File: config.mk
export PLATFORM = sky130hd
export DESIGN_NAME = voxel_lattice_neighbour_enumerator
export DESIGN_NICKNAME = d
export VERILOG_FILES = /design/src/rtl/vlne_pkg.sv /design/src/rtl/voxel_lattice_neighbour_enumerator.sv /design/src/rtl/vlne_cfg.sv /design/src/rtl/vlne_div_stage.sv /design/src/rtl/vlne_mask.sv /design/src/rtl/vlne_emit.sv
export SDC_FILE = /design/constraint.sdc
export NUM_CORES = 2
export LEC_CHECK = 0
export BUFFER_PORTS_ARGS = -buffer_cell sky130_fd_sc_hd__clkbuf_2
export CAP_MARGIN = 30
export CORE_ASPECT_RATIO = 0.8
export CORE_MARGIN = 2
export CORE_UTILIZATION = 51
export CTS_BUF_LIST = sky130_fd_sc_hd__clkbuf_4
export CTS_CLUSTER_SIZE = 14
export DETAILED_ROUTE_END_ITERATION = 16
export HOLD_SLACK_MARGIN = 0.15
export PLACE_DENSITY = 0.76
export SYNTH_ARGS = -nofsm -noshare
export SYNTH_HDL_FRONTEND = slang
export SYNTH_HIERARCHICAL = 1
export SYNTH_SLANG_ARGS = --single-unit
File: constraint.sdc
create_clock -name i_clk -period 13 [get_ports i_clk]
set_input_delay 1.3 -clock i_clk [delete_from_list [all_inputs] [get_ports i_clk]]
set_output_delay 1.3 -clock i_clk [all_outputs]
set_load 0.01 [all_outputs]
File: src/rtl/vlne_pkg.sv
// ----------------------------------------------------------------------------
// vlne_pkg
// Shared widths, types and tables of the voxel neighbour enumerator.
// ----------------------------------------------------------------------------
`default_nettype none

package vlne_pkg;

    localparam int AXIS_BITS   = 10;
    localparam int IDX_W       = 30;
    localparam int CFG_W       = 11;
    localparam int DIM_W       = AXIS_BITS + 1;
    localparam int WL_W        = 2 * AXIS_BITS + 1;
    localparam int WLD_W       = 3 * AXIS_BITS + 1;
    localparam int CMP_W       = (WLD_W > IDX_W) ? WLD_W : IDX_W;
    localparam int DATA_W      = 32;
    localparam int PADDR_W     = 4;

    // Long division: bits retired per pipeline stage.
    localparam int STEP_PER    = 5;
    localparam int DIV1_STAGES = IDX_W / STEP_PER;
    localparam int DIV2_RAW    = ((2 * AXIS_BITS + STEP_PER - 1) / STEP_PER) * STEP_PER;
    localparam int DIV2_BITS   = (DIV2_RAW > IDX_W) ? IDX_W : DIV2_RAW;
    localparam int DIV2_STAGES = DIV2_BITS / STEP_PER;

    localparam int NUM_OFF     = 26;
    localparam int NUM_FACE    = 6;
    localparam int OFF_W       = 5;
    localparam int WGT_W       = 15;

    localparam logic [WGT_W-1:0] W_FACE   = 15'd16384;
    localparam logic [WGT_W-1:0] W_EDGE   = 15'd23170;
    localparam logic [WGT_W-1:0] W_CORNER = 15'd28378;

    typedef enum logic [1:0] {
        CLS_FACE   = 2'd0,
        CLS_EDGE   = 2'd1,
        CLS_CORNER = 2'd2
    } t_cls;

    typedef enum logic [1:0] {
        REG_WIDTH  = 2'd0,
        REG_LENGTH = 2'd1,
        REG_DEPTH  = 2'd2,
        REG_FULL   = 2'd3
    } t_reg;

    typedef struct packed {
        logic signed [1:0] dx;
        logic signed [1:0] dy;
        logic signed [1:0] dz;
        t_cls              cls;
    } t_offset;

    // Divider pipeline payload: partial remainder, dividend/quotient shifter,
    // original index and x once the first division is done.
    typedef struct packed {
        logic [DIM_W-1:0]     rem;
        logic [IDX_W-1:0]     sr;
        logic [IDX_W-1:0]     idx;
        logic [AXIS_BITS-1:0] x;
    } t_div;

    typedef struct packed {
        logic [IDX_W-1:0]   idx;
        logic [NUM_OFF-1:0] mask;
    } t_item;

    // Clamped grid dimensions and derived products.
    typedef struct packed {
        logic [DIM_W-1:0] w;
        logic [DIM_W-1:0] l;
        logic [DIM_W-1:0] d;
        logic [WL_W-1:0]  wl;
        logic [WLD_W-1:0] wld;
        logic             full;
    } t_dims;

    function automatic t_offset offset_of(input logic [OFF_W-1:0] k);
        t_offset o;
        case (k)
            5'd0:    o = '{-2'sd1,  2'sd0,  2'sd0, CLS_FACE};
            5'd1:    o = '{ 2'sd1,  2'sd0,  2'sd0, CLS_FACE};
            5'd2:    o = '{ 2'sd0, -2'sd1,  2'sd0, CLS_FACE};
            5'd3:    o = '{ 2'sd0,  2'sd1,  2'sd0, CLS_FACE};
            5'd4:    o = '{ 2'sd0,  2'sd0, -2'sd1, CLS_FACE};
            5'd5:    o = '{ 2'sd0,  2'sd0,  2'sd1, CLS_FACE};
            5'd6:    o = '{-2'sd1, -2'sd1,  2'sd0, CLS_EDGE};
            5'd7:    o = '{ 2'sd1, -2'sd1,  2'sd0, CLS_EDGE};
            5'd8:    o = '{-2'sd1,  2'sd1,  2'sd0, CLS_EDGE};
            5'd9:    o = '{ 2'sd1,  2'sd1,  2'sd0, CLS_EDGE};
            5'd10:   o = '{-2'sd1,  2'sd0, -2'sd1, CLS_EDGE};
            5'd11:   o = '{ 2'sd1,  2'sd0, -2'sd1, CLS_EDGE};
            5'd12:   o = '{-2'sd1,  2'sd0,  2'sd1, CLS_EDGE};
            5'd13:   o = '{ 2'sd1,  2'sd0,  2'sd1, CLS_EDGE};
            5'd14:   o = '{ 2'sd0, -2'sd1, -2'sd1, CLS_EDGE};
            5'd15:   o = '{ 2'sd0,  2'sd1, -2'sd1, CLS_EDGE};
            5'd16:   o = '{ 2'sd0, -2'sd1,  2'sd1, CLS_EDGE};
            5'd17:   o = '{ 2'sd0,  2'sd1,  2'sd1, CLS_EDGE};
            5'd18:   o = '{-2'sd1, -2'sd1, -2'sd1, CLS_CORNER};
            5'd19:   o = '{ 2'sd1, -2'sd1, -2'sd1, CLS_CORNER};
            5'd20:   o = '{-2'sd1,  2'sd1, -2'sd1, CLS_CORNER};
            5'd21:   o = '{ 2'sd1,  2'sd1, -2'sd1, CLS_CORNER};
            5'd22:   o = '{-2'sd1, -2'sd1,  2'sd1, CLS_CORNER};
            5'd23:   o = '{ 2'sd1, -2'sd1,  2'sd1, CLS_CORNER};
            5'd24:   o = '{-2'sd1,  2'sd1,  2'sd1, CLS_CORNER};
            5'd25:   o = '{ 2'sd1,  2'sd1,  2'sd1, CLS_CORNER};
            default: o = '{ 2'sd0,  2'sd0,  2'sd0, CLS_FACE};
        endcase
        return o;
    endfunction

    function automatic logic [WGT_W-1:0] weight_of(input t_cls c);
        logic [WGT_W-1:0] v;
        case (c)
            CLS_FACE:   v = W_FACE;
            CLS_EDGE:   v = W_EDGE;
            CLS_CORNER: v = W_CORNER;
            default:    v = '0;
        endcase
        return v;
    endfunction

endpackage

`default_nettype wire

File: src/rtl/voxel_lattice_neighbour_enumerator.sv
// ----------------------------------------------------------------------------
// voxel_lattice_neighbour_enumerator
// Splits a linear voxel index into x, y, z and lists its in-grid neighbours.
// ----------------------------------------------------------------------------
//
//  channel   signals                                   handshake
//  -------   ---------------------------------------   --------------------------
//  command   i_vertex_index                            start high, busy low
//  result    o_neighbour_index, o_weight_class,        o_valid, one cycle, no hold
//            o_step_weight, o_empty_res, o_last
//  config    psel penable pwrite paddr pwdata prdata   APB, pready tied high
//
//  An index runs through ten long-division stages (five quotient bits each),
//  one mask stage, the walker and two output stages before its first result
//  beat. The walker emits one beat per cycle: one per neighbour, or a single
//  empty beat, up to 26 in full connectivity; a new index may enter every
//  cycle while the stages ahead of the walker have room. Reset is
//  synchronous, active low, and clears the valid bits, the walker mask and
//  the config registers. The receiver cannot stall: busy rises only when
//  the walker backs up the whole division pipeline.
//
// ----------------------------------------------------------------------------
`default_nettype none

module voxel_lattice_neighbour_enumerator
    import vlne_pkg::*;
(
    input  wire logic               i_clk,
    input  wire logic               i_rst_n,
    // Command
    input  wire logic               start,
    output logic                    busy,
    input  wire logic [IDX_W-1:0]   i_vertex_index,
    // Result
    output logic                    o_valid,
    output logic [IDX_W-1:0]        o_neighbour_index,
    output logic [1:0]              o_weight_class,
    output logic [WGT_W-1:0]        o_step_weight,
    output logic                    o_empty_res,
    output logic                    o_last,
    // Configuration
    input  wire logic               psel,
    input  wire logic               penable,
    input  wire logic               pwrite,
    input  wire logic [PADDR_W-1:0] paddr,
    input  wire logic [DATA_W-1:0]  pwdata,
    output logic      [DATA_W-1:0]  prdata,
    output logic                    pready
);

    t_dims dims;

    // First division: index / W gives x (remainder) and y + L*z (quotient).
    t_div  d1_data  [DIV1_STAGES+1];
    logic  d1_valid [DIV1_STAGES+1];
    logic  d1_ready [DIV1_STAGES+1];

    // Second division: quotient / L gives y (remainder) and z (quotient).
    t_div  d2_data  [DIV2_STAGES+1];
    logic  d2_valid [DIV2_STAGES+1];
    logic  d2_ready [DIV2_STAGES+1];

    t_item item;
    logic  item_valid;
    logic  item_ready;

    vlne_cfg u_cfg (
        .i_clk   (i_clk),
        .i_rst_n (i_rst_n),
        .psel    (psel),
        .penable (penable),
        .pwrite  (pwrite),
        .paddr   (paddr),
        .pwdata  (pwdata),
        .prdata  (prdata),
        .pready  (pready),
        .o_dims  (dims)
    );

    // Hold off new commands while the first division stage is full and stuck.
    assign busy        = !d1_ready[0];
    assign d1_valid[0] = start;
    assign d1_data[0]  = '{rem: '0, sr: i_vertex_index, idx: i_vertex_index, x: '0};

    for (genvar g = 0; g < DIV1_STAGES; g++) begin : g_div1
        vlne_div_stage u_stage (
            .i_clk     (i_clk),
            .i_rst_n   (i_rst_n),
            .i_divisor (dims.w),
            .i_valid   (d1_valid[g]),
            .i_data    (d1_data[g]),
            .o_ready   (d1_ready[g]),
            .o_valid   (d1_valid[g+1]),
            .o_data    (d1_data[g+1]),
            .i_ready   (d1_ready[g+1])
        );
    end

    // Restart the shifter on the low quotient bits of the first division;
    // bits above them are zero for any index inside the grid.
    assign d2_valid[0]          = d1_valid[DIV1_STAGES];
    assign d1_ready[DIV1_STAGES] = d2_ready[0];
    assign d2_data[0] = '{
        rem: '0,
        sr:  d1_data[DIV1_STAGES].sr << (IDX_W - DIV2_BITS),
        idx: d1_data[DIV1_STAGES].idx,
        x:   d1_data[DIV1_STAGES].rem[AXIS_BITS-1:0]
    };

    for (genvar g = 0; g < DIV2_STAGES; g++) begin : g_div2
        vlne_div_stage u_stage (
            .i_clk     (i_clk),
            .i_rst_n   (i_rst_n),
            .i_divisor (dims.l),
            .i_valid   (d2_valid[g]),
            .i_data    (d2_data[g]),
            .o_ready   (d2_ready[g]),
            .o_valid   (d2_valid[g+1]),
            .o_data    (d2_data[g+1]),
            .i_ready   (d2_ready[g+1])
        );
    end

    // Range check and neighbour mask; a mask of zero becomes the empty beat.
    vlne_mask u_mask (
        .i_clk   (i_clk),
        .i_rst_n (i_rst_n),
        .i_dims  (dims),
        .i_valid (d2_valid[DIV2_STAGES]),
        .i_data  (d2_data[DIV2_STAGES]),
        .o_ready (d2_ready[DIV2_STAGES]),
        .o_valid (item_valid),
        .o_item  (item),
        .i_ready (item_ready)
    );

    // Walk the mask and drive the result beats.
    vlne_emit u_emit (
        .i_clk             (i_clk),
        .i_rst_n           (i_rst_n),
        .i_dims            (dims),
        .i_valid           (item_valid),
        .i_item            (item),
        .o_ready           (item_ready),
        .o_valid           (o_valid),
        .o_neighbour_index (o_neighbour_index),
        .o_weight_class    (o_weight_class),
        .o_step_weight     (o_step_weight),
        .o_empty_res       (o_empty_res),
        .o_last            (o_last)
    );

endmodule

`default_nettype wire

File: src/rtl/vlne_cfg.sv
// ----------------------------------------------------------------------------
// vlne_cfg
// Register file on the APB-style port; clamps dimensions, forms W*L, W*L*D.
// ----------------------------------------------------------------------------
`default_nettype none

module vlne_cfg
    import vlne_pkg::*;
(
    input  wire logic               i_clk,
    input  wire logic               i_rst_n,
    input  wire logic               psel,
    input  wire logic               penable,
    input  wire logic               pwrite,
    input  wire logic [PADDR_W-1:0] paddr,
    input  wire logic [DATA_W-1:0]  pwdata,
    output logic      [DATA_W-1:0]  prdata,
    output logic                    pready,
    output t_dims                   o_dims
);

    logic [CFG_W-1:0] r_width;
    logic [CFG_W-1:0] r_length;
    logic [CFG_W-1:0] r_depth;
    logic             r_full;
    logic [WL_W-1:0]  r_wl;
    logic [WLD_W-1:0] r_wld;
    logic [DIM_W-1:0] w_c;
    logic [DIM_W-1:0] l_c;
    logic [DIM_W-1:0] d_c;
    logic             wr_en;
    t_reg             reg_sel;

    function automatic logic [DIM_W-1:0] clamp_dim(input logic [CFG_W-1:0] v);
        logic [DIM_W-1:0] r;
        if (v == '0) begin
            r = DIM_W'(1);
        end else if (int'(v) > (1 << AXIS_BITS)) begin
            r = DIM_W'(1 << AXIS_BITS);
        end else begin
            r = DIM_W'(v);
        end
        return r;
    endfunction

    assign pready  = 1'b1;
    assign wr_en   = psel & penable & pwrite;
    assign reg_sel = t_reg'(paddr[PADDR_W-1:2]);

    always_ff @(posedge i_clk) begin
        if (!i_rst_n) begin
            r_width  <= CFG_W'(1);
            r_length <= CFG_W'(1);
            r_depth  <= CFG_W'(1);
            r_full   <= 1'b0;
        end else if (wr_en) begin
            case (reg_sel)
                REG_WIDTH:  r_width  <= pwdata[CFG_W-1:0];
                REG_LENGTH: r_length <= pwdata[CFG_W-1:0];
                REG_DEPTH:  r_depth  <= pwdata[CFG_W-1:0];
                REG_FULL:   r_full   <= pwdata[0];
                default: begin
                end
            endcase
        end
    end

    assign w_c = clamp_dim(r_width);
    assign l_c = clamp_dim(r_length);
    assign d_c = clamp_dim(r_depth);

    // Products are registered: W*L from the clamped sizes, W*L*D from the registered W*L.
    always_ff @(posedge i_clk) begin
        if (!i_rst_n) begin
            r_wl  <= WL_W'(1);
            r_wld <= WLD_W'(1);
        end else begin
            r_wl  <= WL_W'(w_c * l_c);
            r_wld <= WLD_W'(r_wl * d_c);
        end
    end

    always_comb begin
        case (reg_sel)
            REG_WIDTH:  prdata = DATA_W'(r_width);
            REG_LENGTH: prdata = DATA_W'(r_length);
            REG_DEPTH:  prdata = DATA_W'(r_depth);
            REG_FULL:   prdata = DATA_W'(r_full);
            default:    prdata = '0;
        endcase
    end

    assign o_dims = '{w: w_c, l: l_c, d: d_c, wl: r_wl, wld: r_wld, full: r_full};

endmodule

`default_nettype wire

File: src/rtl/vlne_div_stage.sv
// ----------------------------------------------------------------------------
// vlne_div_stage
// One elastic pipeline stage of restoring long division, STEP_PER bits.
// ----------------------------------------------------------------------------
`default_nettype none

module vlne_div_stage
    import vlne_pkg::*;
(
    input  wire logic             i_clk,
    input  wire logic             i_rst_n,
    input  wire logic [DIM_W-1:0] i_divisor,
    input  wire logic             i_valid,
    input  wire t_div             i_data,
    output logic                  o_ready,
    output logic                  o_valid,
    output t_div                  o_data,
    input  wire logic             i_ready
);

    logic r_valid;
    t_div r_data;
    t_div n_data;

    always_comb begin
        logic [DIM_W:0] trial;
        n_data = i_data;
        for (int s = 0; s < STEP_PER; s++) begin
            trial = {n_data.rem, n_data.sr[IDX_W-1]};
            if (trial >= {1'b0, i_divisor}) begin
                n_data.rem = DIM_W'(trial - {1'b0, i_divisor});
                n_data.sr  = {n_data.sr[IDX_W-2:0], 1'b1};
            end else begin
                n_data.rem = trial[DIM_W-1:0];
                n_data.sr  = {n_data.sr[IDX_W-2:0], 1'b0};
            end
        end
    end

    assign o_ready = !r_valid || i_ready;

    always_ff @(posedge i_clk) begin
        if (!i_rst_n) begin
            r_valid <= 1'b0;
        end else if (o_ready) begin
            r_valid <= i_valid;
        end
    end

    always_ff @(posedge i_clk) begin
        if (o_ready && i_valid) begin
            r_data <= n_data;
        end
    end

    assign o_valid = r_valid;
    assign o_data  = r_data;

endmodule

`default_nettype wire

File: src/rtl/vlne_mask.sv
// ----------------------------------------------------------------------------
// vlne_mask
// Range check and per-offset in-grid mask from the split coordinates.
// ----------------------------------------------------------------------------
`default_nettype none

module vlne_mask
    import vlne_pkg::*;
(
    input  wire logic  i_clk,
    input  wire logic  i_rst_n,
    input  wire t_dims i_dims,
    input  wire logic  i_valid,
    input  wire t_div  i_data,
    output logic       o_ready,
    output logic       o_valid,
    output t_item      o_item,
    input  wire logic  i_ready
);

    logic                 r_valid;
    t_item                r_item;
    logic [NUM_OFF-1:0]   n_mask;
    logic [AXIS_BITS-1:0] x;
    logic [AXIS_BITS-1:0] y;
    logic [AXIS_BITS-1:0] z;
    logic                 in_range;
    logic                 x_lo, x_hi, y_lo, y_hi, z_lo, z_hi;

    function automatic logic axis_ok(input logic signed [1:0] dir,
                                     input logic lo, input logic hi);
        logic ok;
        if (dir < 0) begin
            ok = lo;
        end else if (dir > 0) begin
            ok = hi;
        end else begin
            ok = 1'b1;
        end
        return ok;
    endfunction

    assign x = i_data.x;
    assign y = i_data.rem[AXIS_BITS-1:0];
    assign z = i_data.sr[AXIS_BITS-1:0];

    assign in_range = CMP_W'(i_data.idx) < CMP_W'(i_dims.wld);
    assign x_lo = x != '0;
    assign y_lo = y != '0;
    assign z_lo = z != '0;
    assign x_hi = (DIM_W'(x) + DIM_W'(1)) != i_dims.w;
    assign y_hi = (DIM_W'(y) + DIM_W'(1)) != i_dims.l;
    assign z_hi = (DIM_W'(z) + DIM_W'(1)) != i_dims.d;

    always_comb begin
        t_offset o;
        for (int k = 0; k < NUM_OFF; k++) begin
            o = offset_of(OFF_W'(k));
            n_mask[k] = in_range && ((k < NUM_FACE) || i_dims.full)
                        && axis_ok(o.dx, x_lo, x_hi)
                        && axis_ok(o.dy, y_lo, y_hi)
                        && axis_ok(o.dz, z_lo, z_hi);
        end
    end

    assign o_ready = !r_valid || i_ready;

    always_ff @(posedge i_clk) begin
        if (!i_rst_n) begin
            r_valid <= 1'b0;
        end else if (o_ready) begin
            r_valid <= i_valid;
        end
    end

    always_ff @(posedge i_clk) begin
        if (o_ready && i_valid) begin
            r_item <= '{idx: i_data.idx, mask: n_mask};
        end
    end

    assign o_valid = r_valid;
    assign o_item  = r_item;

endmodule

`default_nettype wire

File: src/rtl/vlne_emit.sv
// ----------------------------------------------------------------------------
// vlne_emit
// Walks the neighbour mask lowest bit first, one result beat per cycle.
// ----------------------------------------------------------------------------
`default_nettype none

module vlne_emit
    import vlne_pkg::*;
(
    input  wire logic              i_clk,
    input  wire logic              i_rst_n,
    input  wire t_dims             i_dims,
    input  wire logic              i_valid,
    input  wire t_item             i_item,
    output logic                   o_ready,
    output logic                   o_valid,
    output logic [IDX_W-1:0]       o_neighbour_index,
    output logic [1:0]             o_weight_class,
    output logic [WGT_W-1:0]       o_step_weight,
    output logic                   o_empty_res,
    output logic                   o_last
);

    // Walker state
    logic [NUM_OFF-1:0] r_mask;
    logic               r_emp;
    logic [IDX_W-1:0]   r_idx;
    logic [NUM_OFF-1:0] rest;
    logic [OFF_W-1:0]   sel;
    logic               active;
    logic               final_beat;

    // Selection stage
    logic               r_a_valid;
    logic [OFF_W-1:0]   r_a_sel;
    logic               r_a_emp;
    logic               r_a_last;
    logic [IDX_W-1:0]   r_a_idx;

    // Output stage
    logic               r_b_valid;
    logic [IDX_W-1:0]   r_b_index;
    logic [1:0]         r_b_cls;
    logic [WGT_W-1:0]   r_b_wgt;
    logic               r_b_emp;
    logic               r_b_last;

    t_offset            off;
    logic [IDX_W-1:0]   tx, ty, tz;
    logic [IDX_W-1:0]   n_index;

    always_comb begin
        sel = '0;
        for (int k = NUM_OFF - 1; k >= 0; k--) begin
            if (r_mask[k]) begin
                sel = OFF_W'(k);
            end
        end
    end

    assign rest       = r_mask & (r_mask - NUM_OFF'(1));
    assign active     = (|r_mask) || r_emp;
    assign final_beat = r_emp || (rest == '0);
    assign o_ready    = !active || final_beat;

    always_ff @(posedge i_clk) begin
        if (!i_rst_n) begin
            r_mask <= '0;
            r_emp  <= 1'b0;
        end else if (i_valid && o_ready) begin
            r_mask <= i_item.mask;
            r_emp  <= ~|i_item.mask;
        end else if (active) begin
            r_mask <= rest;
            r_emp  <= 1'b0;
        end
    end

    always_ff @(posedge i_clk) begin
        if (i_valid && o_ready) begin
            r_idx <= i_item.idx;
        end
    end

    always_ff @(posedge i_clk) begin
        if (!i_rst_n) begin
            r_a_valid <= 1'b0;
        end else begin
            r_a_valid <= active;
        end
    end

    always_ff @(posedge i_clk) begin
        r_a_sel  <= sel;
        r_a_emp  <= r_emp;
        r_a_last <= final_beat;
        r_a_idx  <= r_idx;
    end

    // Neighbour index = index + dx + dy*W + dz*W*L, modulo the index width.
    assign off = offset_of(r_a_sel);

    always_comb begin
        if (off.dx < 0) begin
            tx = '1;
        end else if (off.dx > 0) begin
            tx = IDX_W'(1);
        end else begin
            tx = '0;
        end
        if (off.dy < 0) begin
            ty = IDX_W'(0) - IDX_W'(i_dims.w);
        end else if (off.dy > 0) begin
            ty = IDX_W'(i_dims.w);
        end else begin
            ty = '0;
        end
        if (off.dz < 0) begin
            tz = IDX_W'(0) - IDX_W'(i_dims.wl);
        end else if (off.dz > 0) begin
            tz = IDX_W'(i_dims.wl);
        end else begin
            tz = '0;
        end
    end

    assign n_index = r_a_idx + tx + ty + tz;

    always_ff @(posedge i_clk) begin
        if (!i_rst_n) begin
            r_b_valid <= 1'b0;
        end else begin
            r_b_valid <= r_a_valid;
        end
    end

    always_ff @(posedge i_clk) begin
        r_b_emp  <= r_a_emp;
        r_b_last <= r_a_last;
        if (r_a_emp) begin
            r_b_index <= '0;
            r_b_cls   <= '0;
            r_b_wgt   <= '0;
        end else begin
            r_b_index <= n_index;
            r_b_cls   <= off.cls;
            r_b_wgt   <= weight_of(off.cls);
        end
    end

    assign o_valid           = r_b_valid;
    assign o_neighbour_index = r_b_index;
    assign o_weight_class    = r_b_cls;
    assign o_step_weight     = r_b_wgt;
    assign o_empty_res       = r_b_emp;
    assign o_last            = r_b_last;

endmodule

`default_nettype wire
Word-level counts from Yosys, hierarchy flattened
Memories as Yosys holds them, arrays and structs flattened.
Cells that the tools add are included.
{"block": "word_totals", "word_cells": 388, "romBits": 256, "ff_bits": 1016, "n_memories": 1, "output_inout_bits": 84}
{"memory": "(name not given)", "depth": 32, "word_bits": 8, "read_ports": 1, "rd_ports_with_merged_regs": 0, "write_ports": 0, "line": "vlne_pkg.sv:81", "rtl": "case (k)"}
{"block": "op_classes", "add_sub_neg": 59, "n_mux": 93, "reduce_logical": 91, "bitwise": 3, "n_eq_ne": 8, "order_cmp": 60, "mul": 2}
{"op": "$mux W41", "count": 48}
{"op": "$ge A12 B11 Y1", "count": 48}
{"op": "$sub A11 B11 Y11", "count": 46}
{"op": "$pmux W32 S4", "count": 1}
{"op": "$add A30 B30 Y30", "count": 3}
{"op": "$mux W30", "count": 3}
{"op": "$mux W40", "count": 2}
{"op": "$mux W11", "count": 7}
{"op": "$mux W26", "count": 2}
{"op": "$reduce_or A26 Y1", "count": 2}
{"op": "$mux W5", "count": 10}
{"op": "$pmux W15 S3", "count": 1}
{"op": "$logic_and A1 B1 Y1", "count": 43}
{"op": "$add A10 B1 Y11 const B", "count": 3}
{"op": "$gt A11 B11 Y1 const B", "count": 3}
{"op": "$logic_not A11 Y1", "count": 3}
{"op": "$ne A11 B11 Y1", "count": 3}
{"op": "$mux W4", "count": 8}
{"op": "$lt A30 B31 Y1", "count": 1}
{"op": "$mul A21 B11 Y31", "count": 1}
{"op": "$reduce_bool A10 Y1", "count": 3}
{"op": "$and A26 B26 Y26", "count": 1}
{"op": "$logic_not A26 Y1", "count": 1}
{"op": "$sub A26 B1 Y26 const B", "count": 1}
{"op": "other kinds (24)", "count": 72}

Longest topological paths before layout
{"block": "depth", "word_depth": 25, "mapped_depth": 58}

By module
The synthesis kept the hierarchy.
{"mod": "vlne_div_stage (g_div1[4].u_stage ...)", "seq_area_each_um2": 2452.4, "n_inst": 6, "area_each_um2": 5881.9, "cells_per_inst": 550}
{"mod": "vlne_cfg", "seq_area_each_um2": 1721.7, "n_inst": 1, "area_each_um2": 14269.9, "cells_per_inst": 1700}
{"mod": "vlne_div_stage (g_div1[1].u_stage ...)", "seq_area_each_um2": 2452.4, "n_inst": 2, "area_each_um2": 5815.6, "cells_per_inst": 542}
{"mod": "vlne_emit", "seq_area_each_um2": 2982.9, "n_inst": 1, "area_each_um2": 8844.7, "cells_per_inst": 983}
{"mod": "vlne_div_stage (g_div1[3].u_stage)", "seq_area_each_um2": 2452.4, "n_inst": 1, "area_each_um2": 5861.9, "cells_per_inst": 558}
{"mod": "vlne_div_stage (g_div1[0].u_stage)", "seq_area_each_um2": 2452.4, "n_inst": 1, "area_each_um2": 5823.1, "cells_per_inst": 534}
{"mod": "vlne_mask", "seq_area_each_um2": 1701.6, "n_inst": 1, "area_each_um2": 3848.7, "cells_per_inst": 361}
{"mod": "voxel_lattice_neighbour_enumerator", "seq_area_each_um2": 0.0, "n_inst": 1, "area_each_um2": 7.5, "cells_per_inst": 2}

Worst setup path after synthesis
No wires, ideal clock.
{"block": "synth_path", "kind": "flip-flop to flip-flop", "from": "register u_cfg.r_width[10]", "to": "register g_div1[4].u_stage.r_data (netlist bit g_div1[4].u_stage/o_data[72]) (data pin)", "path_slack_ns": 0.445, "n_path_buf": 6, "path_stages_with_launch": 52, "setup_time_ns": 0.261, "arrival_ns": 12.294, "t_required_ns": 12.739, "cell_sequence": "dfxtp_1 clkbuf_1 nand2b_1 inv_1 inv_1 ha_1 nand4_1 nor3_2 and3b_4 and2_4 inv_1 clkbuf_1 mux2_2 ha_1 o21ai_0 o21ai_1 nand3b_1 and3_1 (+16 left out) a211oi_1 a21oi_1 a41oi_1 o2111ai_1 mux2_4 buf_2 mux2i_1 ha_1 nor2b_1 o211ai_1 a21oi_1 o31a_1 o31ai_1 a21oi_2 a2111oi_0 a21oi_1 buf_2 a221o_1"}
{"item": "from (decl)", "line": "vlne_cfg.sv:22", "rtl": "logic [CFG_W-1:0] r_width;"}
{"item": "from (signal assigned)", "line": "vlne_cfg.sv:58", "rtl": "REG_WIDTH: r_width <= pwdata[CFG_W-1:0];"}
{"item": "to (signal assigned)", "line": "vlne_div_stage.sv:52", "rtl": "r_data <= n_data;"}
{"item": "to (decl)", "line": "vlne_div_stage.sv:22", "rtl": "t_div r_data;"}

==> results by stage <==
Routing:
- The overall via count from detail_route is 66700.
- In the routed design, unresolved DRC markers number 0.
- The first detailed-routing pass took 6 iterations.
- The final routed wirelength across all metal layers is 223000 um.
- The number of vias per cell is 5.94.
- Once detail routing completed, the nets flagged for antenna violations numbered 0.
- The detailed router finished its first iteration with 6686 violations.
- The routed length per placed instance is between 15 and 20 um.

Synthesis:
- After synthesis the cells add up to 0.0797 mm^2.
- In this run the mean area of a mapped cell was 9.58 um^2.
- Synthesis produced a netlist whose cell count is 8319.
- The number of warnings reported in the yosys synthesis log is 6.

Clocking:
- The clock-pin transition on the worst setup and hold timing paths is 0.07 ns.
- Counting the buffers created by CTS gives 217.
- The maximum clock path buffer count is 3.
- The clock tree synthesis step divided the H-tree into 4 levels.
- The clock latency on the worst-skew pair is around 1.3 ns.
- The tree is rooted in a sky130_fd_sc_hd__clkbuf_4.
- The CTS tree is built.
- Counting every sink on the clock net gives 905.

Global routing:
- Global routing finished with a remaining overflow of 0.
- The maximum number of pins on one net before global-route repair is 67.
- The total routing usage reported by global routing is 27.6%.
- The initial antenna violation count is 15.
- The via count of the first global-routing pass is approximately 64000.
- The first global-routing pass estimated 351000 um of wire.

Die:
- The die is 358 um tall.
- The core region is roughly 0.15 mm^2.
- 156 I/O pins were placed.
- The die covers 0.160 mm^2.
- Once the floorplan was initialized, standard cells occupied between 50% and 60% of the core.
- The number of cell rows is 129.
- In this run the horizontal extent of the chip is between 400 and 500 um.

Critical path:
- Along the worst path, the maximum fanout reaches 12.
- The worst stage delay on the critical path is 0.49 ns.
- The endpoint type of the worst setup path is a flip-flop.
- STA classifies the critical path startpoint as a flip-flop.
- The arrival time at the worst endpoint is 13.45 ns.
- The critical path in this run is classified as flip-flop to flip-flop.
- The slowest library cell on the worst path is sky130_fd_sc_hd__fa_1.
- Data on the critical path is required at its endpoint by 13.95 ns.

Timing:
- The worst-margin pin slew is 1.04 ns.
- For the final database, setup skew stands at 0.106 ns.
- The post-route clock period utilization is 96.2%.
- Setup slack closes at between 0.4 and 0.5 ns.
- The total count of hold-check failures in the final report came to 0.
- The final-report max-slew violation count was 0.
- Setup violations remaining at the end of the flow were counted as 0.
- The tightest hold path in the finished design has a slack of 0.263 ns.
- The shortest clock period the worst path allows after layout is 12.50 ns.
- Static timing analysis puts the maximum clock frequency at 0.0800 GHz.
- In this run the tightest slew margin relative to its limit is 29.7%.

Placement:
- The placed wire-length estimate is around 170000 um.
- The worst setup slack after placement is ~0.35 ns.
- During placement, the flow inserted port buffers numbering 106.
- The placer congestion estimate is 0.962.
- The post-place instance area is 0.0858 mm^2.

Status:
- The run finished with clean final reports.

Layout:
- The area added between synthesis and finish is 12.3%.
- Cells with a size suffix above 1 make up between 10% and 20% of the layout.
- The layout has 13200 filler cells.
- The finished layout cell area is between 0.08 and 0.09 mm^2.
- At the end of the flow, the number of nets in the layout was 10200.

Flow run:
- The number of violations of the max-capacitance limit is 0.

Worst hold path:
- The class of the most critical hold timing path is primary input to flip-flop.
==> per-stage QoR <==
stage	setup TNS [ns]	instances	util, %
after floorplan	0	8386	-
after global routing	-0.220	11200	57.8
final	0	11200	57.8
after global placement	0	10800	55.4
after CTS	0	11200	57.4
after detailed placement	0	10800	55.4
==> sequential cells by signal, summed over array words and instances (netlist names), 21 cells and up <==
name / flops
u_mask/o_item: 56
u_cfg/r_wl: 21
g_div1.u_stage/o_data: 370
u_emit/o_neighbour_index: 30
u_emit/r_mask: 26
u_emit/r_idx: 30
u_emit/r_a_idx: 30
g_div2.u_stage/o_data: 248
u_cfg/r_wld: 31
==> final cells by class <==
class	count	area (um^2)	area share, %
Multi-Input combinational cell	6335	50500	56.4
Tap cell	2030	2540	2.84
Sequential cell	905	25200	28.1
Clock buffer	321	2410	2.69
Clock inverter	73	676	0.755
Timing Repair Buffer	642	4740	5.30
Antenna cell	11	27.5	0.0307
Inverter	906	3460	3.86
==> cells in the final DEF (no fill, tap or decap), drive strengths merged, types with 83 or more instances in the layout <==
master / instances
mux2i: 110
nand4: 120
ha: 747
mux2: 207
and2: 143
nor2b: 142
o211ai: 89
o21ai: 396
fa: 356
nor2: 636
edfxtp: 704
and3: 83
nand3: 188
nor3: 150
o21a: 144
a21oi: 413
nand2b: 117
a211oi: 89
xor2: 161
dfxtp: 201
buf: 534
clkbuf: 426
inv: 898
nand2: 655
xnor2: 229
a21o: 130
==> worst paths after layout <==
path,startpoint,end,slack [ns],cells after the start
max,u_cfg/r_length[5]$_SDFFE_PN0P_,g_div2[2].u_stage/o_data[77]$_DFFE_PP_,0.50,52
min,i_vertex_index[11],g_div1[0].u_stage/o_data[56]$_DFFE_PP_,0.26,1
max reg2reg,u_cfg/r_length[5]$_SDFFE_PN0P_,g_div2[2].u_stage/o_data[77]$_DFFE_PP_,0.50,52
min reg2reg,u_emit/r_idx[17]$_DFFE_PP_,u_emit/r_a_idx[17]$_DFF_P_,0.32,0
==> repair_timing <==
item                                   CTS  global route
setup endpoints to repair                0           114
buffers inserted                         0            17
endpoints found under the hold margin    4             0
resized for setup                        0            80
hold buffers                             3             0
==> layer usage <==
metal	up-vias	track usage [%]	share of wire [%]
li1	31500	-	-
met1	31800	39.9	45
met2	3008	41.1	42
met3	402	4.86	9.2
met4	8	10.3	3.5
met5	-	0	0.020
==> critical path, delay by kind of cell, from the launching register on <==
kind,cells,cell delay (ns)
AOI/OAI and AO/OA,23,5.37
adders and majority gates,5,1.73
buffers and inverters,8,1.43
DFF,1,0.36
muxes,3,0.99
and+or+nand+nor,13,2.26
Power is left out: the tool's default activity adds up to more than one toggle a clock period on the data nets, which glitch-free logic cannot reach.
